==> src/design/vkd_pkg.sv <==
// Shared types, codes and key tables for the videotex key sequence decoder.
package vkd_pkg;

   localparam logic [7:0] SS2_CODE   = 8'h19;
   localparam logic [7:0] FN_CODE    = 8'h13;
   localparam logic [7:0] ESC_CODE   = 8'h1B;
   localparam logic [7:0] PARITY_ERR = 8'hFF;

   localparam logic [15:0] ACCENT_GRV    = 16'h1941;
   localparam logic [15:0] ACCENT_ACUTE  = 16'h1942;
   localparam logic [15:0] ACCENT_CIRC   = 16'h1943;
   localparam logic [15:0] ACCENT_UMLAUT = 16'h1948;
   localparam logic [15:0] ACCENT_CEDIL  = 16'h194B;

   typedef struct packed {
      logic       cmd;
      logic [7:0] rx_byte;
   } vkd_item_type;

   typedef struct packed {
      logic        emit;
      logic [23:0] key_code;
   } vkd_result_type;

   typedef struct packed {
      logic       hit;
      logic [7:0] value;
   } vkd_lut_type;

   function automatic logic [7:0] parity_decode(input logic [7:0] raw);
      if (raw[7] == ^raw[6:0]) begin
         return {1'b0, raw[6:0]};
      end
      return PARITY_ERR;
   endfunction

   function automatic logic is_accent(input logic [15:0] pair);
      return (pair == ACCENT_GRV) || (pair == ACCENT_ACUTE) || (pair == ACCENT_CIRC) ||
             (pair == ACCENT_UMLAUT) || (pair == ACCENT_CEDIL);
   endfunction

   function automatic vkd_lut_type two_key_lookup(input logic [15:0] pair);
      vkd_lut_type res;
      res.hit = 1'b1;
      case (pair)
         16'h1923: res.value = 8'hA3;
         16'h1927: res.value = 8'hA7;
         16'h1930: res.value = 8'hB0;
         16'h1931: res.value = 8'hB1;
         16'h1938: res.value = 8'hF7;
         16'h197B: res.value = 8'hDF;
         default: begin
            res.hit   = 1'b0;
            res.value = 8'h00;
         end
      endcase
      return res;
   endfunction

   function automatic vkd_lut_type three_key_lookup(input logic [23:0] triple);
      vkd_lut_type res;
      res.hit = 1'b1;
      case (triple)
         24'h194161: res.value = 8'hE0;
         24'h194165: res.value = 8'hE8;
         24'h194175: res.value = 8'hF9;
         24'h194265: res.value = 8'hE9;
         24'h194361: res.value = 8'hE2;
         24'h194365: res.value = 8'hEA;
         24'h194369: res.value = 8'hEE;
         24'h19436F: res.value = 8'hF4;
         24'h194375: res.value = 8'hFB;
         24'h194861: res.value = 8'hE4;
         24'h194865: res.value = 8'hEB;
         24'h194869: res.value = 8'hEF;
         24'h19486F: res.value = 8'hF6;
         24'h194875: res.value = 8'hFC;
         24'h194B63: res.value = 8'hE7;
         default: begin
            res.hit   = 1'b0;
            res.value = 8'h00;
         end
      endcase
      return res;
   endfunction

endpackage

==> src/design/vkd_in_reg.sv <==
// Input word register with pass-through ready.
module vkd_in_reg (
   input  logic                 clock,
   input  logic                 reset,
   input  logic                 req_valid,
   output logic                 req_ready,
   input  vkd_pkg::vkd_item_type req_item,
   input  logic                 advance,
   output logic                 item_valid,
   output vkd_pkg::vkd_item_type item
);
   import vkd_pkg::*;

   logic         valid_ff;
   logic         valid_in;
   vkd_item_type item_ff;

   assign req_ready  = !valid_ff || advance;
   assign item_valid = valid_ff;
   assign item       = item_ff;

   always_comb begin
      valid_in = valid_ff;
      if (req_valid && req_ready) begin
         valid_in = 1'b1;
      end else if (advance) begin
         valid_in = 1'b0;
      end
   end

   always_ff @(posedge clock) begin
      if (reset) begin
         valid_ff <= 1'b0;
      end else begin
         valid_ff <= valid_in;
      end
      if (req_valid && req_ready) begin
         item_ff <= req_item;
      end
   end

endmodule

==> src/design/vkd_decode.sv <==
// Key sequence state machine: phase, gathered bytes and escape wait counter.
module vkd_decode (
   input  logic                   clock,
   input  logic                   reset,
   input  logic                   advance,
   input  vkd_pkg::vkd_item_type  item,
   input  logic [15:0]            esc_timeout,
   output vkd_pkg::vkd_result_type result
);
   import vkd_pkg::*;

   typedef enum logic [2:0] {
      PH_IDLE,
      PH_SS2_2,
      PH_SS2_3,
      PH_FN_2,
      PH_ESC_WAIT,
      PH_ESC_3
   } phase_type;

   phase_type   phase_ff, phase_in;
   logic [15:0] partial_ff, partial_in;
   logic [15:0] wait_ff, wait_in;
   logic [7:0]  b;
   logic [15:0] pair;
   logic [15:0] wait_inc;
   vkd_lut_type two_hit;
   vkd_lut_type three_hit;

   always_comb begin
      b         = parity_decode(item.rx_byte);
      pair      = {partial_ff[7:0], b};
      two_hit   = two_key_lookup(pair);
      three_hit = three_key_lookup({partial_ff, b});
      wait_inc  = (wait_ff == 16'hFFFF) ? wait_ff : wait_ff + 16'd1;

      phase_in        = phase_ff;
      partial_in      = partial_ff;
      wait_in         = wait_ff;
      result.emit     = 1'b0;
      result.key_code = 24'h0;

      if (item.cmd) begin
         if (phase_ff == PH_ESC_WAIT) begin
            wait_in = wait_inc;
            if (wait_inc >= esc_timeout) begin
               result.emit     = 1'b1;
               result.key_code = {16'h0, ESC_CODE};
            end
         end
      end else begin
         unique case (phase_ff)
            PH_IDLE: begin
               if (b == SS2_CODE) begin
                  partial_in = {8'h0, b};
                  phase_in   = PH_SS2_2;
               end else if (b == FN_CODE) begin
                  partial_in = {8'h0, b};
                  phase_in   = PH_FN_2;
               end else if (b == ESC_CODE) begin
                  partial_in = {8'h0, b};
                  wait_in    = 16'h0;
                  phase_in   = PH_ESC_WAIT;
               end else begin
                  result.emit     = 1'b1;
                  result.key_code = {16'h0, b};
               end
            end
            PH_SS2_2: begin
               if (is_accent(pair)) begin
                  partial_in = pair;
                  phase_in   = PH_SS2_3;
               end else begin
                  result.emit     = 1'b1;
                  result.key_code = two_hit.hit ? {16'h0, two_hit.value} : {8'h0, pair};
               end
            end
            PH_SS2_3: begin
               result.emit     = 1'b1;
               result.key_code = {16'h0, three_hit.hit ? three_hit.value : b};
            end
            PH_FN_2: begin
               result.emit     = 1'b1;
               result.key_code = {8'h0, pair};
            end
            PH_ESC_WAIT: begin
               partial_in = pair;
               wait_in    = 16'h0;
               phase_in   = PH_ESC_3;
            end
            PH_ESC_3: begin
               result.emit     = 1'b1;
               result.key_code = {partial_ff, b};
            end
            default: begin
               phase_in = PH_IDLE;
            end
         endcase
      end

      if (result.emit) begin
         phase_in   = PH_IDLE;
         partial_in = 16'h0;
         wait_in    = 16'h0;
      end
   end

   always_ff @(posedge clock) begin
      if (reset) begin
         phase_ff   <= PH_IDLE;
         partial_ff <= 16'h0;
         wait_ff    <= 16'h0;
      end else if (advance) begin
         phase_ff   <= phase_in;
         partial_ff <= partial_in;
         wait_ff    <= wait_in;
      end
   end

endmodule

==> src/design/videotex_key_sequence_decoder_core.sv <==
// Top level of the videotex key sequence decoder.
//
//   channel | ports                          | direction | moves
//   req     | req_valid/req_ready, req_*     | in        | one byte or tick word
//   rsp     | rsp_valid/rsp_ready, rsp_*     | out       | one key code word
//   csr     | csr_write_enable, csr_write_data | in      | escape timeout ticks
//
// One word per cycle while the output register is not stalled.
// The input register feeds the phase logic, whose result is held in the output register.
// A stalled output register holds the input register; the input side then drops ready.
// Reset returns to idle, clears the valid flags of both registers and sets the timeout to one tick.
module videotex_key_sequence_decoder_core (
   input  logic        clock,
   input  logic        reset,
   input  logic        req_valid,
   output logic        req_ready,
   input  logic        req_cmd,
   input  logic [7:0]  req_rx_byte,
   output logic        rsp_valid,
   input  logic        rsp_ready,
   output logic [23:0] rsp_key_code,
   input  logic        csr_write_enable,
   input  logic [15:0] csr_write_data
);
   import vkd_pkg::*;

   vkd_item_type   req_item;
   vkd_item_type   item;
   vkd_result_type result;
   logic           item_valid;
   logic           advance;
   logic           rsp_valid_ff, rsp_valid_in;
   logic [23:0]    key_code_ff;
   logic [15:0]    esc_timeout_ff;

   assign req_item.cmd     = req_cmd;
   assign req_item.rx_byte = req_rx_byte;
   assign advance          = item_valid && (!rsp_valid_ff || rsp_ready);
   assign rsp_valid        = rsp_valid_ff;
   assign rsp_key_code     = key_code_ff;

   vkd_in_reg u_in_reg (
      .clock      (clock),
      .reset      (reset),
      .req_valid  (req_valid),
      .req_ready  (req_ready),
      .req_item   (req_item),
      .advance    (advance),
      .item_valid (item_valid),
      .item       (item)
   );

   vkd_decode u_decode (
      .clock       (clock),
      .reset       (reset),
      .advance     (advance),
      .item        (item),
      .esc_timeout (esc_timeout_ff),
      .result      (result)
   );

   always_comb begin
      rsp_valid_in = rsp_valid_ff && !rsp_ready;
      if (advance && result.emit) begin
         rsp_valid_in = 1'b1;
      end
   end

   always_ff @(posedge clock) begin
      if (reset) begin
         rsp_valid_ff   <= 1'b0;
         esc_timeout_ff <= 16'd1;
      end else begin
         rsp_valid_ff <= rsp_valid_in;
         if (csr_write_enable) begin
            esc_timeout_ff <= csr_write_data;
         end
      end
      if (advance && result.emit) begin
         key_code_ff <= result.key_code;
      end
   end

endmodule

==> config.mk <==
export PLATFORM = sky130hd
export DESIGN_NAME = videotex_key_sequence_decoder_core
export DESIGN_NICKNAME = d
export VERILOG_FILES = /design/src/design/vkd_pkg.sv /design/src/design/vkd_in_reg.sv /design/src/design/vkd_decode.sv /design/src/design/videotex_key_sequence_decoder_core.sv
export SDC_FILE = /design/constraint.sdc
export NUM_CORES = 1
export LEC_CHECK = 0
export ABC_AREA = 1
export BUFFER_PORTS_ARGS = -buffer_cell sky130_fd_sc_hd__buf_2
export CAP_MARGIN = 20
export CORE_ASPECT_RATIO = 1.5
export CORE_MARGIN = 2
export CORE_UTILIZATION = 34
export CTS_BUF_LIST = sky130_fd_sc_hd__clkbuf_4
export DETAILED_ROUTE_END_ITERATION = 12
export PLACE_DENSITY = 0.54
export SYNTH_ARGS = -nofsm -noshare
export SYNTH_HDL_FRONTEND = slang
export SYNTH_HIERARCHICAL = 1
export SYNTH_SLANG_ARGS = --single-unit
==> constraint.sdc <==
create_clock -name clock -period 7.6 [get_ports clock]
set_clock_uncertainty 0.2 [all_clocks]
set_input_delay 0.38 -clock clock [delete_from_list [all_inputs] [get_ports clock]]
set_output_delay 0.38 -clock clock [all_outputs]
set_load 0.01 [all_outputs]
# [Word-level counts from Yosys, hierarchy flattened]
# Index checks and enable logic that the tools add are counted.
[classes] addsub=1 magnitude_cmp=1 n_eq_ne=44 n_mux=42 n_reduce_logical=24
[ops] operator="$eq A24 B21 Y1 const B" n=15
[ops] operator="$mux W16" n=14
[ops] operator="$eq A16 B13 Y1 const B" n=11
[ops] operator="$mux W25" n=7
[ops] operator="$pmux W25 S5" n=1
[ops] operator="$pmux W8 S15" n=1
[ops] operator="$pmux W16 S3" n=1
[ops] operator="$pmux W8 S6" n=1
[ops] operator="$pmux W16 S2" n=1
[ops] operator="$eq A8 B5 Y1 const B" n=3
[ops] operator="$mux W8" n=3
[ops] operator="$mux W3" n=6
[ops] operator="$add A16 B1 Y16 const B" n=1
[ops] operator="$eq A16 B16 Y1 const B" n=1
[ops] operator="$ge A16 B16 Y1" n=1
[ops] operator="$reduce_or A15 Y1" n=1
[ops] operator="$pmux W3 S4" n=1
[ops] operator="$reduce_and A5 Y1" n=2
[ops] operator="$ne A4 B4 Y1 const B" n=2
[ops] operator="$reduce_xor A7 Y1" n=1
[ops] operator="$eq A3 B2 Y1 const B" n=2
[ops] operator="$eq A3 B3 Y1 const B" n=2
[ops] operator="$logic_or A1 B1 Y1" n=6
[ops] operator="$mux W1" n=6
[ops] operator="other kinds (16)" n=22
[totals] register_bits=86 inputBits=30 word_cells=121

# [Depth between registers and ports, before layout]
[depth] word_depth=14 mapped_depth=30 ltp_nobuf=29

# [Modules after synthesis]
# The synthesis kept the hierarchy.
[by_module_without_submodules] mod="vkd_decode" instances=1 cells_per_inst=684 area_each_um2=3746.1
[by_module_without_submodules] mod="videotex_key_sequence_decoder_core" instances=1 cells_per_inst=104 area_each_um2=1348.8
[by_module_without_submodules] mod="vkd_in_reg" instances=1 cells_per_inst=15 area_each_um2=317.8

# [Least setup slack after synthesis]
# No wires, ideal clock.
[synth_timing] kind="flip-flop to flip-flop" startpoint="register u_decode.wait_ff[0]" endpoint="register key_code_ff[0] (netlist: rsp_key_code[0]) (enable)" setup_time_ns=0.435 arrival_time_ns=4.910 setup_slack_ns=2.055 stages_incl_launch_ff=28 n_path_buf=1 synth_period_minus_slack_ns=5.545 path_cell_list="dfxtp_1 > ha_1 > nand2_1 > nor2_1 > nand2_1 > nor2_1 > nand2_1 > nor2_1 > inv_1 > nor2_1 > inv_1 > nor2_1 > inv_1 > nand3_1 > xor2_1 > inv_1 > ha_1 > nand2_1 > nor3_1 > nand2_1 > nand3_1 > nand2_1 > nand2_1 > nand2_4 > buf_2 > inv_1 > inv_1 > nor3_1"
[synth_rtl] item="start, declared" line="vkd_decode.sv:23" rtl="logic [15:0] wait_ff, wait_in;"
[synth_rtl] item="start signal, assigned" line="vkd_decode.sv:116" rtl="wait_ff <= wait_in;"
[synth_rtl] item="end signal, assigned" line="videotex_key_sequence_decoder_core.sv:80" rtl="key_code_ff <= result.key_code;"
[synth_rtl] item="end, declared" line="videotex_key_sequence_decoder_core.sv:33" rtl="logic [23:0] key_code_ff;"

# [Final worst setup path]
[layout_timing] startpoint="register u_decode.wait_ff[0]" endpoint="register u_decode.partial_ff[4]"
[layout_between] elab_chain_len=8
[layout_rtl] item="$add A16 B1 Y16 or $eq A16 B16 Y1 (tied branches)" line="vkd_decode.sv:35" rtl="wait_inc = (wait_ff == 16'hFFFF) ? wait_ff : wait_ff + 16'd1;"
[layout_rtl] item="$mux W16 (*)" line="vkd_decode.sv:35"
[layout_rtl] item="$ge A16 B16 Y1 (*)" line="vkd_decode.sv:46" rtl="if (wait_inc >= esc_timeout) begin"
[layout_rtl] item="$mux W25 (*)" line="vkd_decode.sv:46"
[layout_rtl] item="$mux W25 (*)" line="vkd_decode.sv:44" rtl="if (phase_ff == PH_ESC_WAIT) begin"
[layout_rtl] item="$mux W25 (*)" line="vkd_decode.sv:43" rtl="if (item.cmd) begin"
[layout_rtl] item="$ne A5 B2 Y1 (no line), or another cell as far along"
[layout_rtl] item="$reduce_and A5 Y1 (no line)"
[layout_rtl] item="end signal, assigned" line="vkd_decode.sv:115" rtl="partial_ff <= partial_in;"
[layout_rtl] item="end, declared" line="vkd_decode.sv:22" rtl="logic [15:0] partial_ff, partial_in;"
# Every way passes the cells marked *; elsewhere a longest branch is shown, timed or not.
# A chain may end at the register's enable or synchronous reset.

==> results by group <==
Status
  • Result of the run: finished clean

Setup path
  • Critical path's largest stage delay: 0.63 ns
  • Total buffers and inverters traversed by the critical path: 5
  • Critical Path Sink: u_decode/partial_ff[4]
  • Startpoint type of the worst setup path: flop
  • Slowest cell on the critical path: sky130_fd_sc_hd__nor2_1
  • Launch point of the worst path: u_decode/wait_ff[0]
  • Most Frequent Cell on Critical Path: sky130_fd_sc_hd__nand2_1
  • Kind of end point of the critical path: flop
  • Data required, critical path: 7.79 ns
  • Depth of the worst register-to-register path: 28
  • Worst Setup Path Type: flop to flop
  • Worst Path Arrival: 5.54 ns
  • Crit-path leading delay family: simple AND/OR/NAND/NOR gates
  • Levels on crit path: 28
  • Register-to-register setup slack: 2.25 ns
  • End of the worst register-to-register path: u_decode/partial_ff[4]
  • Max Fanout on Critical Path: 27
  • Worst reg2reg path startpoint: u_decode/wait_ff[0]

Finish
  • Synthesis-to-layout area growth: 15.3%
  • Filler cells: 1683
  • Post-layout utilization of the core: 39.9%
  • Multi-input gate area in the final layout: 2740 µm²
  • Area taken by flip-flops and latches: 2050 µm²
  • Share of cells above drive strength 1: 12.0%
  • Net total in the final layout: 926

Drt
  • Antenna violation net count after detailed routing: 0
  • DRC violation count after routing: 0
  • First drt pass iteration count: 4
  • WL per Instance: 12.8 µm
  • Via-per-instance ratio: 4.73
  • Total via count after detailed routing: 5147
  • Routed wire length: 13900 µm
  • DRT iter0 DRCs: 172

Synthesis
  • Most used standard cells in the synthesized netlist: sky130_fd_sc_hd__nand2_1, sky130_fd_sc_hd__nor2_1, sky130_fd_sc_hd__inv_1
  • Cell area after technology mapping: 5410 µm²
  • Synth Warn #: 6
  • Cell count after synthesis: 803
  • Post-synthesis cell type with the largest combined area: sky130_fd_sc_hd__dfxtp_1
  • Area share of the largest cell type after synthesis: 19.6%
  • Share of the yosys chip area belonging to registers: 37.9%
  • Post-Synthesis Net Count: 850
  • Count of state elements after synthesis: 86
  • FFs w/ async S/R, synth: 0%
  • Most common cell in the netlist: sky130_fd_sc_hd__nand2_1
  • Syn_area_per_cell: 6.74 µm²
  • Number of distinct library cells after synthesis: 42
  • Cell types with the largest area share after synthesis: sky130_fd_sc_hd__dfxtp_1, sky130_fd_sc_hd__edfxtp_1, sky130_fd_sc_hd__nand2_1
  • Number of enable-type register cells in the synthesized netlist: 33
  • Main flop type after synthesis: sky130_fd_sc_hd__dfxtp_1

Timing
  • Min Tclk post-route: 5.35 ns
  • Count of pins over their slew limit: 0
  • Final Hold Violating Endpoints: 0
  • Unrepaired setup endpoints after global routing: no
  • Final setup viols: 0
  • Summed negative setup slack over all endpoints: 0 ns
  • Remaining max-slew budget at the tightest pin: 31.4%
  • Worst-margin pin slew: 1.03 ns
  • Max Clk Rate: 187 MHz
  • Tcrit/Tclk final: 70.4%

Pwr
  • Worst vdd rail ir drop: 0.0875 mV
  • PwrDens: 167 nW/µm²
  • Total power consumption of the routed design: 1040 µW
  • Leakage power: 0.00288 µW

Floorplan
  • Core Rows: 56
  • Total die area: 17000 µm²
  • CORE AREA: 15600 µm²
  • DIE WIDTH: 107 µm
  • Boundary Pins: 56
  • Vert. Die Dim: 159 µm
  • Initial core utilization: 34.6%

Place
  • GP Congestion: 0.864
  • Half-perimeter wire length after detailed placement: 10500 µm
  • Number of I/O port buffers: 55

Global routing
  • Antenna violations before repair: 1
  • Maximum number of pins on one net before global-route repair: 31
  • Gr usage total: 16.9%
  • Via count of the first global-routing pass: 4944
  • Global-route wire length before repair: 22800 µm
  • Residual overflow from global routing: 0

Clock tree
  • Cell at the root of the clock tree: sky130_fd_sc_hd__clkbuf_4
  • CTS buffer count: 9
  • Clk Latency, worst-skew pair: 0.45 ns
  • TritonCTS sink count: 86
  • Number of gates resized after cts: 0
  • Max clock buf depth: 2
  • Number of H-tree levels: 3
  • Clock slew at the register clock pins of the worst setup and hold paths: 0.16 ns
  • CTS tree: built

Run
  • Max Cap Viol: 0

Hold path
  • Tightest Hold Check Type: primary input to flop
-- stage by stage --
stage	setup WS, ns	hold WS [ns]	std cells	cell area [µm²]
6_report	2.25	0.0438	1088	6240
5_1_grt	1.61	0.0308	1088	6240
4_1_cts	2.26	0.0165	1087	6240
3_5_place_dp	2.32	0.261	1045	5820
3_3_place_gp	2.42	0.255	1045	5820
2_1_floorplan	2.06	0.235	803	5410
-- power breakdown --
part           internal (µW)  switching, µW
Sequential               511           20.9
Combinational           77.2            140
Clock                    108            188
-- how the worst min path moves through the flow --
stage,start,to,slack (ns),cells after the start
floorplan,esc_timeout_ff[0],esc_timeout_ff[0],0.24,2
global placement,u_decode/partial_ff[13],u_decode/partial_ff[13],0.25,2
detailed placement,u_decode/partial_ff[13],u_decode/partial_ff[13],0.26,2
CTS,reset,u_decode/wait_ff[0],0.02,2
global route,reset,u_decode/wait_ff[0],0.03,2
finish,reset,u_in_reg/item_valid,0.04,2
-- sequential cells by signal (all words and copies together), names as in the netlist --
name and flops:
u_decode/wait_ff 16, u_decode/phase_ff 3, u_decode/partial_ff 16, esc_timeout_ff 16
u_in_reg/item_valid 1, rsp_key_code 24, rsp_valid 1, u_in_reg/item 9
-- layout make-up --
class,count,share of cell area (%)
diodes,1,0.0401
clock buffers,9,1.08
clock inverters,7,1.44
inverters,131,7.88
multi-input cells,569,43.9
flip-flops and latches,86,32.9
well taps,203,4.07
repair buffers,82,8.70
-- cell usage in the layout (no fill, tap or decap), types with 26 or more instances in the layout --
cell type / synthesis / routed
sky130_fd_sc_hd__nor3_1: 35 / 34
sky130_fd_sc_hd__nor2_1: 147 / 147
sky130_fd_sc_hd__inv_1: 117 / 117
sky130_fd_sc_hd__dlygate4sd3_1: 0 / 26
sky130_fd_sc_hd__buf_2: 2 / 55
sky130_fd_sc_hd__nand2_1: 184 / 184
sky130_fd_sc_hd__dfxtp_1: 53 / 53
sky130_fd_sc_hd__a21oi_1: 43 / 43
sky130_fd_sc_hd__o21ai_0: 36 / 36
sky130_fd_sc_hd__nand3_1: 43 / 43
sky130_fd_sc_hd__edfxtp_1: 33 / 33
-- logic make-up after synthesis --
group / count (synthesis) / share of synthesized area [%]
AND/OR/NAND/NOR: 448 / 35.7
buffers and inverters: 148 / 11.6
AO/OA/AOI/OAI: 97 / 9.78
flip-flops: 86 / 37.9
adder cells (fa/ha/maj): 17 / 3.93
XOR/XNOR: 7 / 1.13
-- routing by layer --
| layer | GRT usage (%) | wire [µm] | vias to the layer above |
|---|---|---|---|
| li1 | - | - | 2723 |
| met1 | 17.9 | 5500 | 2274 |
| met2 | 32.8 | 7570 | 120 |
| met3 | 2.33 | 466 | 30 |
| met4 | 7.11 | 380 | 0 |
| met5 | 0 | 0 | - |
-- what timing repair did --
item	CTS	global route
hold buffers	26	0
hold endpoints to repair	26	0
buffers inserted	0	0
Note: power is estimated with default switching activity, not from simulation.
